==> config.mk <==
export PLATFORM = sky130hd
export DESIGN_NAME = weighted_random_pick
export DESIGN_NICKNAME = d
export VERILOG_FILES = /design/src/rtl/wrp_pkg.sv /design/src/rtl/wrp_ctrl.sv /design/src/rtl/wrp_dp.sv /design/src/rtl/weighted_random_pick.sv
export SDC_FILE = /design/constraint.sdc
export NUM_CORES = 2
export LEC_CHECK = 0
export BUFFER_PORTS_ARGS = -buffer_cell sky130_fd_sc_hd__buf_4
export CAP_MARGIN = 20
export CORE_ASPECT_RATIO = 1.2
export CORE_MARGIN = 5
export CORE_UTILIZATION = 60
export DETAILED_ROUTE_END_ITERATION = 8
export GPL_TIMING_DRIVEN = 0
export PLACE_DENSITY = 0.8
export REMOVE_ABC_BUFFERS = 1
export SLEW_MARGIN = 20
export SYNTH_ARGS = -nofsm -noshare
export SYNTH_HDL_FRONTEND = slang
export SYNTH_SLANG_ARGS = --single-unit
==> constraint.sdc <==
create_clock -name clk -period 8 [get_ports clk]
set_clock_uncertainty 0.05 [all_clocks]
set_input_delay 0.8 -clock clk [delete_from_list [all_inputs] [get_ports clk]]
set_output_delay 0.8 -clock clk [all_outputs]
set_load 0.02 [all_outputs]
==> src/rtl/wrp_pkg.sv <==
// Package for the weighted random pick block: transaction structs, codes,
// controller state and the command/status bundles between controller and datapath.
// Depends on nothing; every other file of the block imports it.
`default_nettype none

package wrp_pkg;

  // Field widths fixed by the interface
  localparam int ACTION_W = 2;
  localparam int SLOT_W   = 6;
  localparam int WEIGHT_W = 16;
  localparam int FRAC_W   = 16;
  localparam int STATUS_W = 2;
  localparam int TOTAL_W  = 22;
  localparam int CFG_W    = 7;

  // Defaults for the top-level parameters
  localparam int DEF_MAX_WEIGHTS = 64;
  localparam int DEF_WEIGHT_BITS = 16;

  // Reset value of weights_in_use
  localparam logic [CFG_W-1:0] WIU_RESET = CFG_W'(64);

  typedef enum logic [ACTION_W-1:0] {
    ACT_CLEAR   = 2'd0,
    ACT_WRITE   = 2'd1,
    ACT_REBUILD = 2'd2,
    ACT_PICK    = 2'd3
  } action_t;

  typedef enum logic [STATUS_W-1:0] {
    STAT_DONE   = 2'd0,
    STAT_PICKED = 2'd1,
    STAT_NONE   = 2'd2
  } status_t;

  typedef struct packed {
    action_t             action;
    logic [SLOT_W-1:0]   slot;
    logic [WEIGHT_W-1:0] weight;
    logic [FRAC_W-1:0]   random_fraction;
  } in_t;

  typedef struct packed {
    status_t            status;
    logic [SLOT_W-1:0]  picked_slot;
    logic [TOTAL_W-1:0] total;
  } out_t;

  typedef enum logic [3:0] {
    S_RESET_CLR,
    S_IDLE,
    S_DECODE,
    S_CLEAR,
    S_WRITE,
    S_RB_READ,
    S_RB_ACC,
    S_SRCH_READ,
    S_SRCH_CMP,
    S_SLOT_TAKE,
    S_FINISH
  } state_t;

  // Controller to datapath
  typedef struct packed {
    logic item_load;
    logic clr_start;
    logic clr_step;
    logic wr_weight;
    logic rb_start;
    logic rb_acc;
    logic rb_commit;
    logic pick_start;
    logic srch_cmp;
    logic slot_take;
    logic out_load;
  } cmd_t;

  // Datapath to controller
  typedef struct packed {
    action_t action;
    logic    clr_last;
    logic    rb_done;
    logic    no_positive;
    logic    srch_done;
    logic    out_busy;
  } stat_t;

endpackage

`default_nettype wire

==> src/rtl/wrp_ctrl.sv <==
// Controller of the weighted random pick block: sequences clear sweeps,
// writes, rebuild walks and the binary search. Uses wrp_pkg.
`default_nettype none

module wrp_ctrl (
  input  wire logic           clk,
  input  wire logic           rst,
  input  wire logic           in_valid,
  output logic                in_ready,
  input  wire wrp_pkg::stat_t stat,
  output wrp_pkg::cmd_t       cmd
);
  import wrp_pkg::*;

  state_t state;
  state_t state_next;

  always_ff @(posedge clk) begin
    if (rst) begin
      state <= S_RESET_CLR;
    end else begin
      state <= state_next;
    end
  end

  always_comb begin
    state_next = state;
    unique case (state)
      S_RESET_CLR: if (stat.clr_last) state_next = S_IDLE;
      S_IDLE:      if (in_valid) state_next = S_DECODE;
      S_DECODE: begin
        unique case (stat.action)
          ACT_CLEAR:   state_next = S_CLEAR;
          ACT_WRITE:   state_next = S_WRITE;
          ACT_REBUILD: state_next = S_RB_READ;
          ACT_PICK:    state_next = stat.no_positive ? S_FINISH : S_SRCH_READ;
          default:     state_next = S_FINISH;
        endcase
      end
      S_CLEAR:     if (stat.clr_last) state_next = S_FINISH;
      S_WRITE:     state_next = S_FINISH;
      S_RB_READ:   state_next = stat.rb_done ? S_FINISH : S_RB_ACC;
      S_RB_ACC:    state_next = S_RB_READ;
      S_SRCH_READ: state_next = stat.srch_done ? S_SLOT_TAKE : S_SRCH_CMP;
      S_SRCH_CMP:  state_next = S_SRCH_READ;
      S_SLOT_TAKE: state_next = S_FINISH;
      S_FINISH:    if (!stat.out_busy) state_next = S_IDLE;
      default:     state_next = S_IDLE;
    endcase
  end

  always_comb begin
    cmd      = '0;
    in_ready = 1'b0;
    unique case (state)
      S_RESET_CLR: cmd.clr_step = 1'b1;
      S_IDLE: begin
        in_ready      = 1'b1;
        cmd.item_load = in_valid;
      end
      S_DECODE: begin
        cmd.clr_start  = (stat.action == ACT_CLEAR);
        cmd.rb_start   = (stat.action == ACT_REBUILD);
        cmd.pick_start = (stat.action == ACT_PICK) && !stat.no_positive;
      end
      S_CLEAR:     cmd.clr_step  = 1'b1;
      S_WRITE:     cmd.wr_weight = 1'b1;
      S_RB_READ:   cmd.rb_commit = stat.rb_done;
      S_RB_ACC:    cmd.rb_acc    = 1'b1;
      S_SRCH_READ: ;
      S_SRCH_CMP:  cmd.srch_cmp  = 1'b1;
      S_SLOT_TAKE: cmd.slot_take = 1'b1;
      S_FINISH:    cmd.out_load  = !stat.out_busy;
      default:     ;
    endcase
  end

endmodule

`default_nettype wire

==> src/rtl/wrp_dp.sv <==
// Datapath of the weighted random pick block: weight memory, cumulative-sum
// memories, scaling multiplier, search bounds and the result register. Uses wrp_pkg.
`default_nettype none

module wrp_dp #(
  parameter int MAX_WEIGHTS = wrp_pkg::DEF_MAX_WEIGHTS,
  parameter int WEIGHT_BITS = wrp_pkg::DEF_WEIGHT_BITS
) (
  input  wire logic                      clk,
  input  wire logic                      rst,
  input  wire wrp_pkg::in_t              in_data,
  input  wire logic                      cfg_wr_en,
  input  wire logic [wrp_pkg::CFG_W-1:0] cfg_wr_data,
  input  wire logic                      out_ready,
  output logic                           out_valid,
  output wrp_pkg::out_t                  out_data,
  input  wire wrp_pkg::cmd_t             cmd,
  output wrp_pkg::stat_t                 stat
);
  import wrp_pkg::*;

  localparam int IDX_W = (MAX_WEIGHTS > 1) ? $clog2(MAX_WEIGHTS) : 1;
  localparam int CNT_W = $clog2(MAX_WEIGHTS + 1);
  localparam int TOT_W = WEIGHT_BITS + IDX_W;
  localparam int CMP_W = (CNT_W > CFG_W) ? CNT_W : CFG_W;

  // memories
  logic [WEIGHT_BITS-1:0] weight_mem   [MAX_WEIGHTS];
  logic [TOT_W-1:0]       cum_sum_mem  [MAX_WEIGHTS];
  logic [IDX_W-1:0]       cum_slot_mem [MAX_WEIGHTS];
  logic [WEIGHT_BITS-1:0] weight_rd;
  logic [TOT_W-1:0]       cum_sum_rd;
  logic [IDX_W-1:0]       cum_slot_rd;

  // registers
  in_t                    item;
  logic [CFG_W-1:0]       weights_in_use;
  logic [CNT_W-1:0]       idx;
  logic [CNT_W-1:0]       k;
  logic [TOT_W-1:0]       run;
  logic [CNT_W-1:0]       positive_count;
  logic [TOT_W-1:0]       total_sum;
  logic [TOT_W-1:0]       scaled;
  logic [IDX_W-1:0]       lo;
  logic [IDX_W-1:0]       hi;
  logic [IDX_W-1:0]       res_slot;

  logic [CMP_W-1:0]          wiu_ext;
  logic [CNT_W-1:0]          n_use;
  logic [IDX_W:0]            mid_sum;
  logic [IDX_W-1:0]          mid;
  logic [TOT_W-1:0]          run_next;
  logic [FRAC_W+TOT_W-1:0]   product;
  logic                      slot_ok;
  status_t                   res_status;

  assign wiu_ext  = CMP_W'(weights_in_use);
  assign n_use    = (wiu_ext > CMP_W'(MAX_WEIGHTS)) ? CNT_W'(MAX_WEIGHTS) : CNT_W'(wiu_ext);
  assign mid_sum  = {1'b0, lo} + {1'b0, hi};
  assign mid      = mid_sum[IDX_W:1];
  assign run_next = run + TOT_W'(weight_rd);
  assign product  = (FRAC_W+TOT_W)'(item.random_fraction) * (FRAC_W+TOT_W)'(total_sum);
  assign slot_ok  = (32'(item.slot) < 32'(MAX_WEIGHTS));

  // weight memory: one write port shared by the clear sweep and writes
  always_ff @(posedge clk) begin
    if (cmd.clr_step) begin
      weight_mem[idx[IDX_W-1:0]] <= '0;
    end else if (cmd.wr_weight && slot_ok) begin
      weight_mem[IDX_W'(item.slot)] <= WEIGHT_BITS'(item.weight);
    end
    weight_rd <= weight_mem[idx[IDX_W-1:0]];
  end

  // cumulative list, written by the rebuild walk, read at the search midpoint
  always_ff @(posedge clk) begin
    if (cmd.rb_acc && (weight_rd != '0)) begin
      cum_sum_mem[k[IDX_W-1:0]]  <= run_next;
      cum_slot_mem[k[IDX_W-1:0]] <= idx[IDX_W-1:0];
    end
    cum_sum_rd  <= cum_sum_mem[mid];
    cum_slot_rd <= cum_slot_mem[mid];
  end

  // control-side registers
  always_ff @(posedge clk) begin
    if (rst) begin
      weights_in_use <= WIU_RESET;
      idx            <= '0;
      positive_count <= '0;
      total_sum      <= '0;
      out_valid      <= 1'b0;
    end else begin
      if (cfg_wr_en) weights_in_use <= cfg_wr_data;

      if (cmd.clr_start || cmd.rb_start) begin
        idx <= '0;
      end else if (cmd.clr_step || cmd.rb_acc) begin
        idx <= idx + CNT_W'(1);
      end

      if (cmd.clr_start) begin
        positive_count <= '0;
        total_sum      <= '0;
      end else if (cmd.rb_commit) begin
        positive_count <= k;
        total_sum      <= run;
      end

      if (cmd.out_load) begin
        out_valid <= 1'b1;
      end else if (out_ready) begin
        out_valid <= 1'b0;
      end
    end
  end

  // payload registers
  always_ff @(posedge clk) begin
    if (cmd.item_load) begin
      item     <= in_data;
      res_slot <= '0;
    end
    if (cmd.rb_start) begin
      k   <= '0;
      run <= '0;
    end else if (cmd.rb_acc && (weight_rd != '0)) begin
      k   <= k + CNT_W'(1);
      run <= run_next;
    end
    if (cmd.pick_start) begin
      scaled <= product[FRAC_W +: TOT_W];
      lo     <= '0;
      hi     <= IDX_W'(positive_count - CNT_W'(1));
    end else if (cmd.srch_cmp) begin
      if (cum_sum_rd > scaled) begin
        hi <= mid;
      end else begin
        lo <= mid + IDX_W'(1);
      end
    end
    if (cmd.slot_take) res_slot <= cum_slot_rd;
    if (cmd.out_load) begin
      out_data.status      <= res_status;
      out_data.picked_slot <= SLOT_W'(res_slot);
      out_data.total       <= TOTAL_W'(total_sum);
    end
  end

  always_comb begin
    priority if (item.action != ACT_PICK) begin
      res_status = STAT_DONE;
    end else if (positive_count == '0) begin
      res_status = STAT_NONE;
    end else begin
      res_status = STAT_PICKED;
    end
  end

  assign stat.action      = item.action;
  assign stat.clr_last    = (idx == CNT_W'(MAX_WEIGHTS - 1));
  assign stat.rb_done     = (idx == n_use);
  assign stat.no_positive = (positive_count == '0);
  assign stat.srch_done   = (lo == hi);
  assign stat.out_busy    = out_valid && !out_ready;

endmodule

`default_nettype wire

==> src/rtl/weighted_random_pick.sv <==
// Throughput: one transaction at a time; the next is accepted once the result is
// registered, and the result is held back while the previous one is not yet taken.
// Rate is set by the single read port of each memory (walk and search).
// Reset (synchronous, active high): a pass zeroing every entry of the weight memory
// with in_ready low; weights_in_use resets to 64, total and count to zero.
`default_nettype none

// Top level of the weighted random pick block: roulette-wheel selection over
// cumulative weights. Instantiates wrp_ctrl and wrp_dp; uses wrp_pkg.
module weighted_random_pick #(
  parameter int MAX_WEIGHTS = wrp_pkg::DEF_MAX_WEIGHTS,
  parameter int WEIGHT_BITS = wrp_pkg::DEF_WEIGHT_BITS
) (
  input  wire logic                      clk,
  input  wire logic                      rst,
  input  wire logic                      in_valid,
  output logic                           in_ready,
  input  wire wrp_pkg::in_t              in_data,
  output logic                           out_valid,
  input  wire logic                      out_ready,
  output wrp_pkg::out_t                  out_data,
  input  wire logic                      cfg_wr_en,
  input  wire logic [wrp_pkg::CFG_W-1:0] cfg_wr_data
);
  import wrp_pkg::*;

  // Controller and datapath talk only through these two bundles.
  cmd_t  cmd;
  stat_t stat;

  // The controller owns the sequencing:
  //  - clear sweeps the weight memory one entry a cycle and zeroes total/count;
  //  - rebuild walks the active slots, a read and an accumulate state per slot,
  //    appending each positive weight's running sum and slot to the list;
  //  - pick scales the fraction by the total in one multiply, then bisects
  //    the list (read, compare per step) and reads the slot at the final bound.
  //    A single positive weight collapses to a zero-step search of entry 0.
  wrp_ctrl u_ctrl (
    .clk      (clk),
    .rst      (rst),
    .in_valid (in_valid),
    .in_ready (in_ready),
    .stat     (stat),
    .cmd      (cmd)
  );

  // The datapath holds the memories, the transaction register and the
  // result register, which frees the controller once the result is loaded.
  wrp_dp #(
    .MAX_WEIGHTS (MAX_WEIGHTS),
    .WEIGHT_BITS (WEIGHT_BITS)
  ) u_dp (
    .clk         (clk),
    .rst         (rst),
    .in_data     (in_data),
    .cfg_wr_en   (cfg_wr_en),
    .cfg_wr_data (cfg_wr_data),
    .out_ready   (out_ready),
    .out_valid   (out_valid),
    .out_data    (out_data),
    .cmd         (cmd),
    .stat        (stat)
  );

endmodule

`default_nettype wire
Yosys cells after proc, flatten, opt, wreduce, memory -nomap -nowiden
Memory sizes are Yosys's and may differ from the RTL's. A register that Yosys moved wholly into a read port is not among the register bits.
Index checks and enable logic that the tools add are counted.

storage, ports and cells
  register bits after elaboration = 187
  RAM bits = 2816
  input port bits = 52
  output and inout port bits = 32
  word-level logic and storage cells = 117
  memories = 3

memories
  name               depth  width  read ports  clocked after Yosys merged registers in  write ports  line          source
  u_dp.cum_sum_mem   64     22     1           1                                        1            wrp_dp.sv:29  logic [TOT_W-1:0] cum_sum_mem [MAX_WEIGHTS];
  u_dp.weight_mem    64     16     1           1                                        1            wrp_dp.sv:28  logic [WEIGHT_BITS-1:0] weight_mem [MAX_WEIGHTS];
  u_dp.cum_slot_mem  64     6      1           1                                        1            wrp_dp.sv:30  logic [IDX_W-1:0] cum_slot_mem [MAX_WEIGHTS];

operators by class
  add/sub/neg operators = 6
  $mul = 1
  $lt $le $gt $ge = 2
  eq/ne operators = 21
  muxes and demuxes = 40
  bitwise gates (word level) = 1
  reduce and logical (&&, ||, !) cells = 24

operator list
  kind                 number
  $pmux 4 s10          1
  $mul 16x22->38       1
  $mux 6               6
  $mux 4               6
  $mux 1               23
  $add 22x16->22       1
  $gt 22x22->1         1
  $eq 4x3->1 const B   4
  $mux 16              1
  $pmux 4 s4           1
  $reduce_bool 16->1   1
  $reduce_or 16->1     1
  $add 7x1->7 const B  2
  $eq 4x4->1 const B   3
  $ne 2x2->1 const B   5
  $eq 4x2->1 const B   2
  $reduce_bool 2->1    4
  $reduce_or 2->1      4
  $add 6x6->7          1
  $eq 7x6->1 const B   1
  $eq 7x7->1           1
  $gt 7x7->1 const B   1
  $logic_not 7->1      1
  $mux 7               1
  15 further kinds     22

Longest topological paths before layout
  word-level depth = 7
  mapped depth = 24
  depth with buffers taken out = 23

By module
Synthesis repeated with hierarchy kept, for this count alone.

unflattened totals
  cells, all modules = 6708
  area total of the unflattened synthesis = 128779.8 um^2

by module, submodules not included
  module    instances  cells each  area each (um^2)
  wrp_dp    1          6638        128271.8
  wrp_ctrl  1          70          508.0

Worst setup path after synthesis
No wires, ideal clock.

  path kind = register -> register
  start = reg u_dp.total_sum[14]
  end = reg u_dp.scaled[17], data pin
  arrival = 6.017 ns
  required time = 7.689 ns
  path slack = 1.672 ns
  cell stages (with the launch flop) = 24
  path buffers = 1
  clock period less this slack = 6.328 ns
  cell sequence = dfxtp_1 -> clkbuf_1 -> nand2_1 -> fa_1 -> inv_1 -> fa_1 -> inv_1 -> fa_1 -> inv_1 -> fa_1 -> fa_1 -> inv_1 -> fa_1 -> inv_1 -> ha_1 -> a21oi_1 -> o21ai_0 -> a311o_1 -> or3_1 -> o21ai_1 -> o31a_1 -> o21ai_0 -> a211oi_1 -> nor2_1

on the way
  word-level cells in the longest chain between the ends = 1

RTL lines
  element                 line           source
  start, declared         wrp_dp.sv:42   logic [TOT_W-1:0] total_sum;
  start signal, assigned  wrp_dp.sv:107  total_sum <= run;
  $mul 16x22->38          wrp_dp.sv:62   assign product = (FRAC_W+TOT_W)'(item.random_fraction) * (FRAC_W+TOT_W)'(total_sum);
  via u_dp.product[33]    wrp_dp.sv:53   logic [FRAC_W+TOT_W-1:0] product;
  end signal, assigned    wrp_dp.sv:132  scaled <= product[FRAC_W +: TOT_W];
  end, declared           wrp_dp.sv:43   logic [TOT_W-1:0] scaled;

The timed path passes the listed nets, and every way through them passes these cells.
A chain may end at the register's enable or synchronous reset.

Worst setup path in the final report
  start = reg u_dp.total_sum[10]
  end = reg u_dp.scaled[21], data pin

The elaborated chain is that of the path after synthesis.

==> results.cfg <==
[outcome]
status = complete, but fails checks
violations = DRC

[routing]
dr.pass1.iters = 9
wl_per_cell_um = 39.15
drc = 12
vias_per_cell = 7.344
drt_iter0_drc = 13370
antenna_left = 0
vias = 74300
wl_um = 396100

[critical_path]
crit_arrival_ns = 8.19
cp_common_cell = fa_1
path_class = flop to flop
critPathSlowestCell = dfxtp_1
critPathMaxFanout = 18
worstPathCellList = nand2_1, fa_1, inv_1, fa_1, inv_1, fa_1, inv_1, fa_1, inv_1, fa_1, inv_1, fa_1, ha_1, a21oi_1, o21ai_0, a311o_1, or3_1, o21ai_1, o31a_1, o21ai_1, nor3b_1, nor3_1
slowest_delay_ns = 1.15
startpoint_type = flop
setup.worst_path.end_class = flop
required_ns = 8.68

[logic_synthesis]
ys_seq_area_share_pct = 70.34
netlist_area_mm2 = 0.1283
yosys.area_share.xor_xnor_pct = 0.4975
syn_area_per_cell_um2 = 19.12
synth-edff-count = 2920
synth-adder-area-share_pct = 5.906
synth_compound_area_share_pct = 1.781
synthCells = 6710
ys_types = 74
yosys_warnings = 0
synth-simple-area-share_pct = 4.167
synthMuxAreaShare_pct = 15.03
async_reset_ff_share_pct = 0
synth_top_family_by_area = multiplexers
synth_ff_type = edfxtp_1
ys_ff_latch = 3047

[cts]
htreeDepth = 5
root_buffer = clkbuf_16
clk_pin_slew_ns = 0.06
cts_hold_buf = 37
cts_max_path_buffers = 4
post_cts_buffers = 0
ctsResizeCount = 0
cts_buffers = 297
clock_sinks = 3047
clock_latency_ns = 0.99
cts_tree = yes

[global_route]
grt_first_pass_wirelength_um = 561800
antenna_found_initial = 38
grt_start_max_net_pins = 82
grtUsageTotal_pct = 35.85
overflow = 0
grt_pass1_vias = 75500

[place]
place.detailed.hpwl_um = 216500
routabilityCongestion = 0.8542
io_buffers = 83

[floorplanning]
die_area_mm2 = 0.2232
die_y_um = 516.5
num_io_pins = 84
die_width_um = 432.1
start_util_pct = 60.10
placementRows = 186
coreArea_mm2 = 0.2134

[pwr]
p_leak_nw = 50.14
power_mw = 37.77
power_density_mw_per_mm2 = 256.3
ir_drop_mv = 0.2557

[timing]
rsz0062_at_grt = no
relSlewSlack_pct = 15.56
max_freq_mhz = 133.1
worst-slew-pin-transition_ns = 1.260
final.min_clock_period_ns = 7.513
drv_slew = 0
finalCritPeriodShare_pct = 93.91
finalSetupViolations = 0
hold_viol = 0

[layout]
utilization_pct = 69.04
regArea_mm2 = 0.09026
syn_to_final_growth_pct = 14.88
nNetsFinal = 7552
fillCellCount = 11590
drive_above_1_share_pct = 24.59
final_common_cell = edfxtp_1
final_cell_mix = 2,920 x edfxtp_1, 801 x mux4_2, 517 x nand2_1, 362 x inv_1, 304 x clkbuf_16
multi_input_area_mm2 = 0.03639

[hold_path]
min_path_type = primary input to flop

[run]
maxCapViolCount = 0
[area by class of cell]
| cell class | instances | area share, % |
|---|---|---|
| sequential | 3047 | 61.25 |
| multi-input combinational | 2954 | 24.69 |
| clock buffer | 365 | 5.366 |
| timing repair buffer | 397 | 4.408 |
| tap | 2820 | 2.395 |
| inverter | 365 | 0.9349 |
| clock inverter | 142 | 0.9027 |
| antenna | 27 | 0.04585 |
[per-layer routing]
layer,part of all wire [%],global-route usage (%),vias to the layer above
met1,30,41.97,37400
met4,9.4,24.95,18
met3,13,11.35,2105
li1,-,-,26980
met2,48,56.95,7792
met5,0.051,0.4530,-
[logic make-up (layout without fill, tap and decap cells)]
group                    count (synthesis)  after routing
AO/OA/AOI/OAI                          353            353
XOR/XNOR                                69             69
adder cells (fa/ha/maj)                438            438
buffers and inverters                  709           1269
flip-flops                            3047           3047
multiplexers                           924            924
other                                    0             27
AND/OR/NAND/NOR                       1170           1170
[report_power, final]
group	total, mW	internal [mW]	switching, mW	leakage, nW
Combinational	5.21	1.94	3.28	17.3
Clock	14.0	7.74	6.25	4.46
Sequential	18.6	18.3	0.212	28.4
Total	37.8	28.0	9.74	50.1
[critical path: cells and delay by family (launching register included)]
family                   cells  cell delay (ns)
AO/OA/AOI/OAI                6             1.53
flip-flops                   1             1.15
AND/OR/NAND/NOR              4             0.94
buffers and inverters        5             0.27
adder cells (fa/ha/maj)      7             3.38
[sequential cells by signal, indices dropped and copies added (netlist names), 6 cells and up]
register             flops
u_dp.cum_sum_mem      1408
u_dp.weight_mem       1024
u_dp.cum_slot_mem      384
u_dp.item               38
u_dp.out_data           30
u_dp.cum_sum_rd         22
u_dp.run                22
u_dp.scaled             22
u_dp.total_sum          22
u_dp.weight_rd          16
u_dp.idx                 7
u_dp.k                   7
u_dp.positive_count      7
u_dp.weights_in_use      7
u_dp.cum_slot_rd         6
u_dp.hi                  6
u_dp.lo                  6
u_dp.res_slot            6
[worst paths after layout]
| kind | start | end | slack [ns] | depth (start not counted) |
|---|---|---|---|---|
| max | u_dp.total_sum[10] | u_dp.scaled[21] | 0.49 | 22 |
| min | in_data[14] | u_dp.item[14] | 0.04 | 1 |
| max reg2reg | u_dp.total_sum[10] | u_dp.scaled[21] | 0.49 | 22 |
| min reg2reg | u_dp.res_slot[0] | u_dp.out_data[22] | 0.38 | 0 |
[cells in the mapped netlist, types with 34 or more instances]
cell type     n  area (um2)
nand2_1     519        1948
clkbuf_1    183       686.9
nor3_1       49       245.2
buf_1        40       150.1
fa_1        279        5585
xnor2_1      43       376.6
mux4_2      801       18040
a21o_1       37       277.8
dfxtp_1     127        2542
a21oi_1     114       570.6
edfxtp_1   2920       87680
inv_1       364        1366
ha_1        159        1989
and3_1       34       212.7
buf_2        88       440.4
nor2_1      246       923.4
nand3_1      52       260.3
o21ai_0      51       255.2
and2_1      159       994.7
mux2i_1     121        1211
[stage by stage]
stage	cells	instance area [um2]	hold slack (ns)	TNS [ns]	setup WS (ns)
final	10120	147300	0.03675	0	0.4874
after floorplan	6366	126700	0.3503	-7324.76	-9.816
after CTS	10080	147100	0.001554	0	0.5581
after global placement	9269	130900	0.3624	-	-22.89
after detailed placement	9540	137500	0.3607	0	0.6160
after global routing	10090	147300	0.008217	0	0.2023
Note: power is estimated with default switching activity, not from simulation.
